### src/rtl/abh_pkg.sv
// Shared definitions for the ARX block hash: chain IV, round constants,
// shared-unit opcodes, the sequencer control bundle and the rotate helper.
// No dependencies.
`timescale 1ns / 1ps

package abh_pkg;

  // Round count default and index width (covers up to 16 rounds)
  localparam int unsigned ROUND_COUNT_DEF = 8;
  localparam int unsigned RIDX_W          = 4;

  localparam logic [31:0] XOR_CONST = 32'hA5A5A5A5;
  localparam logic [31:0] ADD_CONST = 32'h3C3C3C3C;
  localparam logic [10:0] LANE_MUL  = 11'd73;
  localparam logic [10:0] RND_MUL   = 11'd91;
  localparam logic [4:0]  MIX_OFS   = 5'd13;
  localparam logic [4:0]  MIX_MUL   = 5'd7;
  localparam logic [7:0]  PAD_BYTE  = 8'h80;

  localparam logic [31:0] INIT_WORDS [16] = '{
    32'h243F6A88, 32'h85A308D3, 32'h13198A2E, 32'h03707344,
    32'hA4093822, 32'h299F31D0, 32'h082EFA98, 32'hEC4E6C89,
    32'h452821E6, 32'h38D01377, 32'hBE5466CF, 32'h34E90C6C,
    32'hC0AC29B7, 32'hC97C50DD, 32'h3F84D5B5, 32'hB5470917
  };

  // Operations of the shared word unit
  typedef enum logic [1:0] {
    OP_KEY = 2'd0,  // derive subkey, add it to the head word
    OP_RND = 2'd1,  // finish the round function on the head word
    OP_MIX = 2'd2,  // xor in rotated word three places ahead
    OP_FF  = 2'd3   // feed-forward with block word and prior chain word
  } op_t;

  typedef struct packed {
    op_t               op;
    logic              step;    // shift the chain ring, write unit result
    logic              key_ld;  // capture subkey and partial sum
    logic              done;    // last step of a compression
    logic [RIDX_W-1:0] rnd;
    logic [3:0]        idx;     // chain word being worked on
  } ctrl_t;

  // Rotate left; a zero amount passes the word through
  function automatic logic [31:0] rotl(input logic [31:0] v, input logic [4:0] s);
    logic [63:0] d;
    d = {v, v} << s;
    return d[63:32];
  endfunction

endpackage

### src/rtl/abh_alu.sv
// Shared word unit of the ARX block hash: subkey derivation, round
// function, sequential mix and feed-forward on one 32-bit word.
// Depends on abh_pkg.
`timescale 1ns / 1ps

module abh_alu (
  input  abh_pkg::ctrl_t ctrl,
  input  logic [31:0]    head,     // chain word under work
  input  logic [31:0]    tap,      // chain word three places ahead
  input  logic [31:0]    base,     // selected block word
  input  logic [31:0]    prior,    // chain word from before the compression
  input  logic [31:0]    key_q,    // captured subkey
  input  logic [31:0]    acc_q,    // captured head + subkey
  output logic [31:0]    key,
  output logic [31:0]    sum,
  output logic [31:0]    result
);
  import abh_pkg::*;

  logic [2:0]  lane;
  logic [10:0] kconst;
  logic [31:0] t0;
  logic [31:0] t1;
  logic [31:0] rnd_word;
  logic [31:0] mix_word;
  logic [31:0] ff_word;
  logic [4:0]  rnd5;
  logic [4:0]  mix_sh;

  assign lane = ctrl.idx[2:0];
  assign rnd5 = 5'(ctrl.rnd);

  // Subkey from the block word and its partial sum with the head word
  assign kconst = 11'(lane) * LANE_MUL + 11'(ctrl.rnd) * RND_MUL;
  assign key    = rotl(base ^ {21'b0, kconst}, rnd5 + 5'(lane));
  assign sum    = head + key;

  // Rest of the round: rotations by 7 and r+3 fold into one by r+10
  assign t0       = (acc_q ^ XOR_CONST) + ADD_CONST;
  assign t1       = rotl(t0, rnd5 + 5'd10) ^ key_q;
  assign rnd_word = rotl(t1, rnd5 + 5'd5);

  // In-place mix and feed-forward
  assign mix_sh   = 5'(ctrl.idx) * MIX_MUL + MIX_OFS;
  assign mix_word = head ^ rotl(tap, mix_sh);
  assign ff_word  = head ^ base ^ prior;

  // Select the word to write back
  always_comb begin
    case (ctrl.op)
      OP_RND:  result = rnd_word;
      OP_MIX:  result = mix_word;
      OP_FF:   result = ff_word;
      default: result = head;
    endcase
  end

endmodule

### src/rtl/abh_seq.sv
// Compression sequencer of the ARX block hash: steps rounds and words
// and drives the shared word unit through its control bundle.
// Depends on abh_pkg.
`timescale 1ns / 1ps

module abh_seq #(
  parameter int unsigned ROUND_COUNT = abh_pkg::ROUND_COUNT_DEF
) (
  input  logic           clk,
  input  logic           rst_n,
  input  logic           start,
  output abh_pkg::ctrl_t ctrl
);
  import abh_pkg::*;

  typedef enum logic [3:0] {
    PH_IDLE = 4'b0001,
    PH_UPD  = 4'b0010,
    PH_MIX  = 4'b0100,
    PH_FF   = 4'b1000
  } phase_t;

  localparam logic [RIDX_W-1:0] LAST_RND = RIDX_W'(ROUND_COUNT - 1);

  phase_t            phase_r, phase_nxt;
  logic [RIDX_W-1:0] rnd_r, rnd_nxt;
  logic [3:0]        idx_r, idx_nxt;
  logic              sub_r, sub_nxt;

  // Step through word updates (subkey step, then round step), mix, then feed-forward
  always_comb begin
    phase_nxt   = phase_r;
    rnd_nxt     = rnd_r;
    idx_nxt     = idx_r;
    sub_nxt     = sub_r;
    ctrl.op     = OP_KEY;
    ctrl.step   = 1'b0;
    ctrl.key_ld = 1'b0;
    ctrl.done   = 1'b0;
    ctrl.rnd    = rnd_r;
    ctrl.idx    = idx_r;
    case (phase_r)
      PH_IDLE: begin
        if (start) begin
          phase_nxt = PH_UPD;
          rnd_nxt   = '0;
          idx_nxt   = '0;
          sub_nxt   = 1'b0;
        end
      end
      PH_UPD: begin
        if (!sub_r) begin
          ctrl.key_ld = 1'b1;
          sub_nxt     = 1'b1;
        end else begin
          ctrl.op   = OP_RND;
          ctrl.step = 1'b1;
          sub_nxt   = 1'b0;
          idx_nxt   = idx_r + 4'd1;
          if (idx_r == 4'd15) phase_nxt = PH_MIX;
        end
      end
      PH_MIX: begin
        ctrl.op   = OP_MIX;
        ctrl.step = 1'b1;
        idx_nxt   = idx_r + 4'd1;
        if (idx_r == 4'd15) begin
          if (rnd_r == LAST_RND) begin
            phase_nxt = PH_FF;
          end else begin
            phase_nxt = PH_UPD;
            rnd_nxt   = rnd_r + RIDX_W'(1);
          end
        end
      end
      PH_FF: begin
        ctrl.op   = OP_FF;
        ctrl.step = 1'b1;
        idx_nxt   = idx_r + 4'd1;
        if (idx_r == 4'd15) begin
          phase_nxt = PH_IDLE;
          ctrl.done = 1'b1;
        end
      end
      default: phase_nxt = PH_IDLE;
    endcase
  end

  always_ff @(posedge clk) begin
    if (!rst_n) begin
      phase_r <= PH_IDLE;
      rnd_r   <= '0;
      idx_r   <= '0;
      sub_r   <= 1'b0;
    end else begin
      phase_r <= phase_nxt;
      rnd_r   <= rnd_nxt;
      idx_r   <= idx_nxt;
      sub_r   <= sub_nxt;
    end
  end

endmodule

### src/rtl/arx_block_hash_256.sv
// ARX block hash, 256-bit digest. Bytes are taken only while idle; the one that
// fills a 32-byte block starts a compression (a subkey and a round step per word
// update, one step per mix and feed-forward word, on one shared word unit).
// An end request adds a padding step and a compression, plus a length step and a
// second compression when the length does not fit, then four digest words, one per
// cycle unless stalled. Synchronous active-low reset loads the chain, clears counts.
`timescale 1ns / 1ps

module arx_block_hash_256 #(
  parameter int unsigned ROUND_COUNT = abh_pkg::ROUND_COUNT_DEF
) (
  input  logic        clk,
  input  logic        rst_n,
  input  logic        in_tvalid,
  output logic        in_tready,
  input  logic [7:0]  in_tdata,   // [7:0] msg_byte
  input  logic        in_tuser,   // [0] byte_valid
  input  logic        in_tlast,   // end_of_message
  output logic        out_tvalid,
  input  logic        out_tready,
  output logic [63:0] out_tdata,  // [63:0] digest_word
  output logic        out_tlast   // digest_last
);
  import abh_pkg::*;

  typedef enum logic [4:0] {
    ST_IDLE = 5'b00001,
    ST_COMP = 5'b00010,
    ST_PAD  = 5'b00100,
    ST_LEN  = 5'b01000,
    ST_OUT  = 5'b10000
  } state_t;

  state_t      state_r, state_nxt;
  state_t      after_r, after_nxt;
  logic [31:0] chain_r [16];
  logic [31:0] prior_r [16];
  logic [31:0] blk_r   [8];
  logic [60:0] count_r;
  logic [4:0]  fill_r;
  logic [1:0]  k_r;
  logic [31:0] key_r;
  logic [31:0] acc_r;
  logic        start;
  logic        in_acc;
  logic        out_acc;
  logic        out_done;
  logic [63:0] bit_len;
  logic [2:0]  blk_addr;
  logic [31:0] alu_key;
  logic [31:0] alu_sum;
  logic [31:0] alu_res;
  ctrl_t       ctrl;

  assign in_acc   = in_tvalid & in_tready;
  assign out_acc  = out_tvalid & out_tready;
  assign out_done = out_acc & (k_r == 2'd3);
  assign bit_len  = {count_r, 3'b000};

  // Top-level flow: absorb, pad, length block, emit
  always_comb begin
    state_nxt = state_r;
    after_nxt = after_r;
    start     = 1'b0;
    case (state_r)
      ST_IDLE: begin
        if (in_acc) begin
          if (in_tuser && fill_r == 5'd31) begin
            start     = 1'b1;
            state_nxt = ST_COMP;
            after_nxt = in_tlast ? ST_PAD : ST_IDLE;
          end else if (in_tlast) begin
            state_nxt = ST_PAD;
          end
        end
      end
      ST_PAD: begin
        start     = 1'b1;
        state_nxt = ST_COMP;
        after_nxt = (fill_r[4] & fill_r[3]) ? ST_LEN : ST_OUT;
      end
      ST_LEN: begin
        start     = 1'b1;
        state_nxt = ST_COMP;
        after_nxt = ST_OUT;
      end
      ST_COMP: begin
        if (ctrl.done) state_nxt = after_r;
      end
      ST_OUT: begin
        if (out_done) state_nxt = ST_IDLE;
      end
      default: state_nxt = ST_IDLE;
    endcase
  end

  // Control registers: state, byte count, block fill, digest word index
  always_ff @(posedge clk) begin
    if (!rst_n) begin
      state_r <= ST_IDLE;
      after_r <= ST_IDLE;
      count_r <= '0;
      fill_r  <= '0;
      k_r     <= '0;
    end else begin
      state_r <= state_nxt;
      after_r <= after_nxt;
      if (in_acc && in_tuser) begin
        count_r <= count_r + 61'd1;
        fill_r  <= fill_r + 5'd1;
      end
      if (out_acc) k_r <= k_r + 2'd1;
      if (out_done) begin
        count_r <= '0;
        fill_r  <= '0;
      end
    end
  end

  // Block words: pack bytes, pad, and place the bit length
  always_ff @(posedge clk) begin
    if (state_r == ST_IDLE && in_acc && in_tuser) begin
      if (fill_r[1:0] == 2'd0) blk_r[fill_r[4:2]] <= {24'b0, in_tdata};
      else blk_r[fill_r[4:2]][8*fill_r[1:0] +: 8] <= in_tdata;
    end
    if (state_r == ST_PAD) begin
      if (fill_r[1:0] == 2'd0) blk_r[fill_r[4:2]] <= {24'b0, PAD_BYTE};
      else blk_r[fill_r[4:2]][8*fill_r[1:0] +: 8] <= PAD_BYTE;
      for (int i = 0; i < 8; i++) begin
        if (3'(i) > fill_r[4:2]) blk_r[i] <= '0;
      end
      if (!(fill_r[4] & fill_r[3])) begin
        blk_r[6] <= bit_len[31:0];
        blk_r[7] <= bit_len[63:32];
      end
    end
    if (state_r == ST_LEN) begin
      for (int i = 0; i < 6; i++) blk_r[i] <= '0;
      blk_r[6] <= bit_len[31:0];
      blk_r[7] <= bit_len[63:32];
    end
  end

  // Chain ring: head is the word under work, shift one place per step
  always_ff @(posedge clk) begin
    if (!rst_n || out_done) begin
      for (int i = 0; i < 16; i++) chain_r[i] <= INIT_WORDS[i];
    end else if (ctrl.step) begin
      for (int i = 0; i < 15; i++) chain_r[i] <= chain_r[i+1];
      chain_r[15] <= alu_res;
    end
  end

  // Prior chain snapshot, rotated along during feed-forward
  always_ff @(posedge clk) begin
    if (start) begin
      for (int i = 0; i < 16; i++) prior_r[i] <= chain_r[i];
    end else if (ctrl.step && ctrl.op == OP_FF) begin
      for (int i = 0; i < 15; i++) prior_r[i] <= prior_r[i+1];
      prior_r[15] <= prior_r[0];
    end
  end

  // Hold subkey and partial sum from the subkey step for the round step
  always_ff @(posedge clk) begin
    if (ctrl.key_ld) begin
      key_r <= alu_key;
      acc_r <= alu_sum;
    end
  end

  // Block word select: rotated by round for subkeys, plain for feed-forward
  assign blk_addr = (ctrl.op == OP_FF) ? ctrl.idx[2:0]
                                       : ctrl.idx[2:0] + 3'(ctrl.rnd);

  abh_seq #(
    .ROUND_COUNT(ROUND_COUNT)
  ) u_seq (
    .clk   (clk),
    .rst_n (rst_n),
    .start (start),
    .ctrl  (ctrl)
  );

  abh_alu u_alu (
    .ctrl   (ctrl),
    .head   (chain_r[0]),
    .tap    (chain_r[3]),
    .base   (blk_r[blk_addr]),
    .prior  (prior_r[0]),
    .key_q  (key_r),
    .acc_q  (acc_r),
    .key    (alu_key),
    .sum    (alu_sum),
    .result (alu_res)
  );

  // Handshake and digest words
  assign in_tready  = (state_r == ST_IDLE);
  assign out_tvalid = (state_r == ST_OUT);
  assign out_tdata  = {chain_r[{1'b0, k_r, 1'b1}], chain_r[{1'b0, k_r, 1'b0}]};
  assign out_tlast  = (k_r == 2'd3);

endmodule

### config.mk
export PLATFORM = sky130hd
export DESIGN_NAME = arx_block_hash_256
export DESIGN_NICKNAME = d
export VERILOG_FILES = /design/src/rtl/abh_pkg.sv /design/src/rtl/abh_alu.sv /design/src/rtl/abh_seq.sv /design/src/rtl/arx_block_hash_256.sv
export SDC_FILE = /design/constraint.sdc
export NUM_CORES = 2
export LEC_CHECK = 0
export BUFFER_PORTS_ARGS = -buffer_cell sky130_fd_sc_hd__buf_2
export CORE_UTILIZATION = 50
export DETAILED_ROUTE_END_ITERATION = 7
export PLACE_DENSITY_LB_ADDON = 0.25
export SYNTH_ARGS = -nofsm -noshare
export SYNTH_HDL_FRONTEND = slang
export SYNTH_SLANG_ARGS = --single-unit
export TNS_END_PERCENT = 5
### constraint.sdc
create_clock -name clk -period 15.7 [get_ports clk]
set_clock_uncertainty 0.2 [all_clocks]
set_input_delay 2.355 -clock clk [delete_from_list [all_inputs] [get_ports clk]]
set_output_delay 2.355 -clock clk [all_outputs]
set_load 0.1 [all_outputs]
==> impl_metrics.toml <==
[outcome]
outcome = "complete, no violations"

[run]
cap_violations = 0

[cells_and_area]
seq_area_um2 = 40260
final_nets = 6413
post-route-util_pct = 55.17
drive_gt1_share_pct = 16.21
n_fill_cell = 12242
syn2layout_area_growth_pct = 9.335
stdcell_count = 8359
multi_input_comb_area_um2 = 32550

[synthesis]
post-synth-top-area-fraction_pct = 46.20
yosysTopAreaCell = "edfxtp_1"
yosys-top-cells-area = "edfxtp_1, dfxtp_1, mux4_2, mux2_2, mux2i_1"
ys_seq_area_share_pct = 53.89
syn_area_per_cell_um2 = 11.62
synthFlopType = "edfxtp_1"
syn_inst = 6426
synth_edf_count = 1149
yosysWarnings = 0
synth_most_common_cell = "edfxtp_1"
synth_nets = 6532
syn-cell-area_um2 = 74680
async_flop_share_pct = 0
ys_seq_elements = 1436
synth_cell_types = 110
synthTopCellsByCount = "edfxtp_1, nand2_1, nor2_1, clkbuf_1, mux2_2"

[sta]
worst_slew_pin_slew_ns = 1.349
setup_viol = 0
fmax_mhz = 105.7
finalSetupTns_ns = 0
rsz0062_at_grt = "no"
min_period_over_period_pct = 60.27
layout_min_cycle_time_ns = 9.462
hold_violations = 0
drv_slew = 0
slew_headroom_pct = 10.07

[clock_tree]
clock-sinks = 1436
ctsHtreeMaxLevel = 4
ctsResizeCount = 0
clock-root-buffer = "clkbuf_16"
cts_buffers = 152
ctsHoldBuffers = 0
postCtsSetupBuffers = 0
clk_latency_ns = 0.79
clock_path_buffers = 3
path_clk_slew_ns = 0.06
cts_tree = "yes"

[floorplan]
start_util_pct = 50.46
core_area_um2 = 148000
io_pins = 81
die_x_um = 388.5
rows = 141
dieArea_um2 = 150900
die_h_um = 388.5

[global_routing]
grt_pass1_vias = 49772
grt_first_pass_wirelength_mm = 331.4
grt_max_degree = 229
antenna_found_initial = 10
grt_overflow = 0
track_usage_pct = 29.18

[power]
power.leakage_nw = 29.61
power.density_nw_per_um2 = 113.4
vdd_ir_drop_max_mv = 0.1081

[placed_design]
dp_cells = 8083
place.gp.congestion = 0.9836
hpwl_mm = 153.5
port-buffer-count = 80

[critical_path]
critPathArrivalTime_ns = 9.78
crit_slowest_cell = "dfxtp_4"
max_stage_delay_ns = 0.80
path_max_fanout = 61
start_kind = "register"
crit_type = "reg -> reg"
worstPathRequired_ns = 16.02
end_kind = "register"

[drt]
firstDrtPassIters = 8
routed_wl_mm = 223.3
routedWlPerCell_um = 26.72
viasPerCell = 6.285
ant_nets = 0
drc = 0
drt_iter0_drc = 6037
vias = 52537

[hold_path]
hold_class = "reg -> reg"
## final cells by class
type / instances / share of cell area, %
sequential: 1436 / 49.31
multi-input combinational: 4465 / 39.86
clock buffer: 191 / 4.951
tap: 1930 / 2.957
timing repair buffer: 179 / 1.477
clock inverter: 84 / 1.099
inverter: 73 / 0.3448
antenna: 1 / 0.003065
## worst max-delay path, delay by kind of cell (launching register included)
kind                     cells  cell delay (ns)
multiplexers                 6             2.10
buffers and inverters        3             1.06
XOR/XNOR                     3             0.43
flip-flops                   1             0.80
AO/OA/AOI/OAI               11             2.36
adder cells (fa/ha/maj)      4             1.42
AND/OR/NAND/NOR              5             0.81
## registers in the layout, summed over array words and instances (netlist names), named ones only
name           cells
key_r             32
chain_r          512
prior_r          512
u_seq.rnd_r        4
u_seq.idx_r        4
blk_r            256
acc_r             32
fill_r             5
after_r            4
state_r            5
u_seq.phase_r      4
k_r                2
u_seq.sub_r        1
count_r           61
## worst paths after layout
check        cells after the start      startpoint  slack (ns)    endpoint
max reg2reg                     32  u_seq.rnd_r[0]        6.24   acc_r[28]
max                             32  u_seq.rnd_r[0]        6.24   acc_r[28]
min                              2      after_r[3]        0.25  state_r[3]
min reg2reg                      2      after_r[3]        0.25  state_r[3]
## metal layers
metal | vias to the layer above | wire length [µm] | global-route usage [%]
met4 | 10 | 9487 | 12.21
met3 | 382 | 16040 | 4.302
met5 | - | 56 | 0
met2 | 2081 | 101400 | 44.52
li1 | 23582 | - | -
met1 | 26482 | 96320 | 41.71
## power by group
group	total (W)	leakage, nW	internal [W]	switching (W)
clock network	0.00358	2.41	0.00207	0.00151
logic	0.00115	14.9	0.000332	0.000822
registers	0.00453	12.3	0.00439	0.000135
## layout by cell type (no fill, tap or decap), types with 117 or more instances in the layout
cell type,instances
a21oi_1,238
and2_1,117
and3_1,220
clkbuf_16,154
dfxtp_1,282
edfxtp_1,1149
mux2_2,356
mux2i_1,339
mux4_2,190
nand2_1,860
nor2_1,554
o21ai_0,173
or3_1,163
## cells by family after synthesis
group,share of synthesized area (%)
simple gates,14.87
flops,53.89
compound gates,8.432
mux,15.79
buf+inv,2.878
xor+xnor,2.469
fa+ha+maj,1.672
## stage by stage
step	setup WS, ns	instance area [µm²]	power [W]	hold WS (ns)
after detailed placement	6.358	76710	0.005741	0.2311
after floorplan	0.7844	74690	0.005395	0.2101
final	6.238	81660	0.009258	0.2462
after global routing	5.582	81650	0.009546	0.2667
after global placement	6.476	76710	0.005728	0.2330
after CTS	6.318	81650	0.009292	0.2483
(Power assumes the default switching activity.)
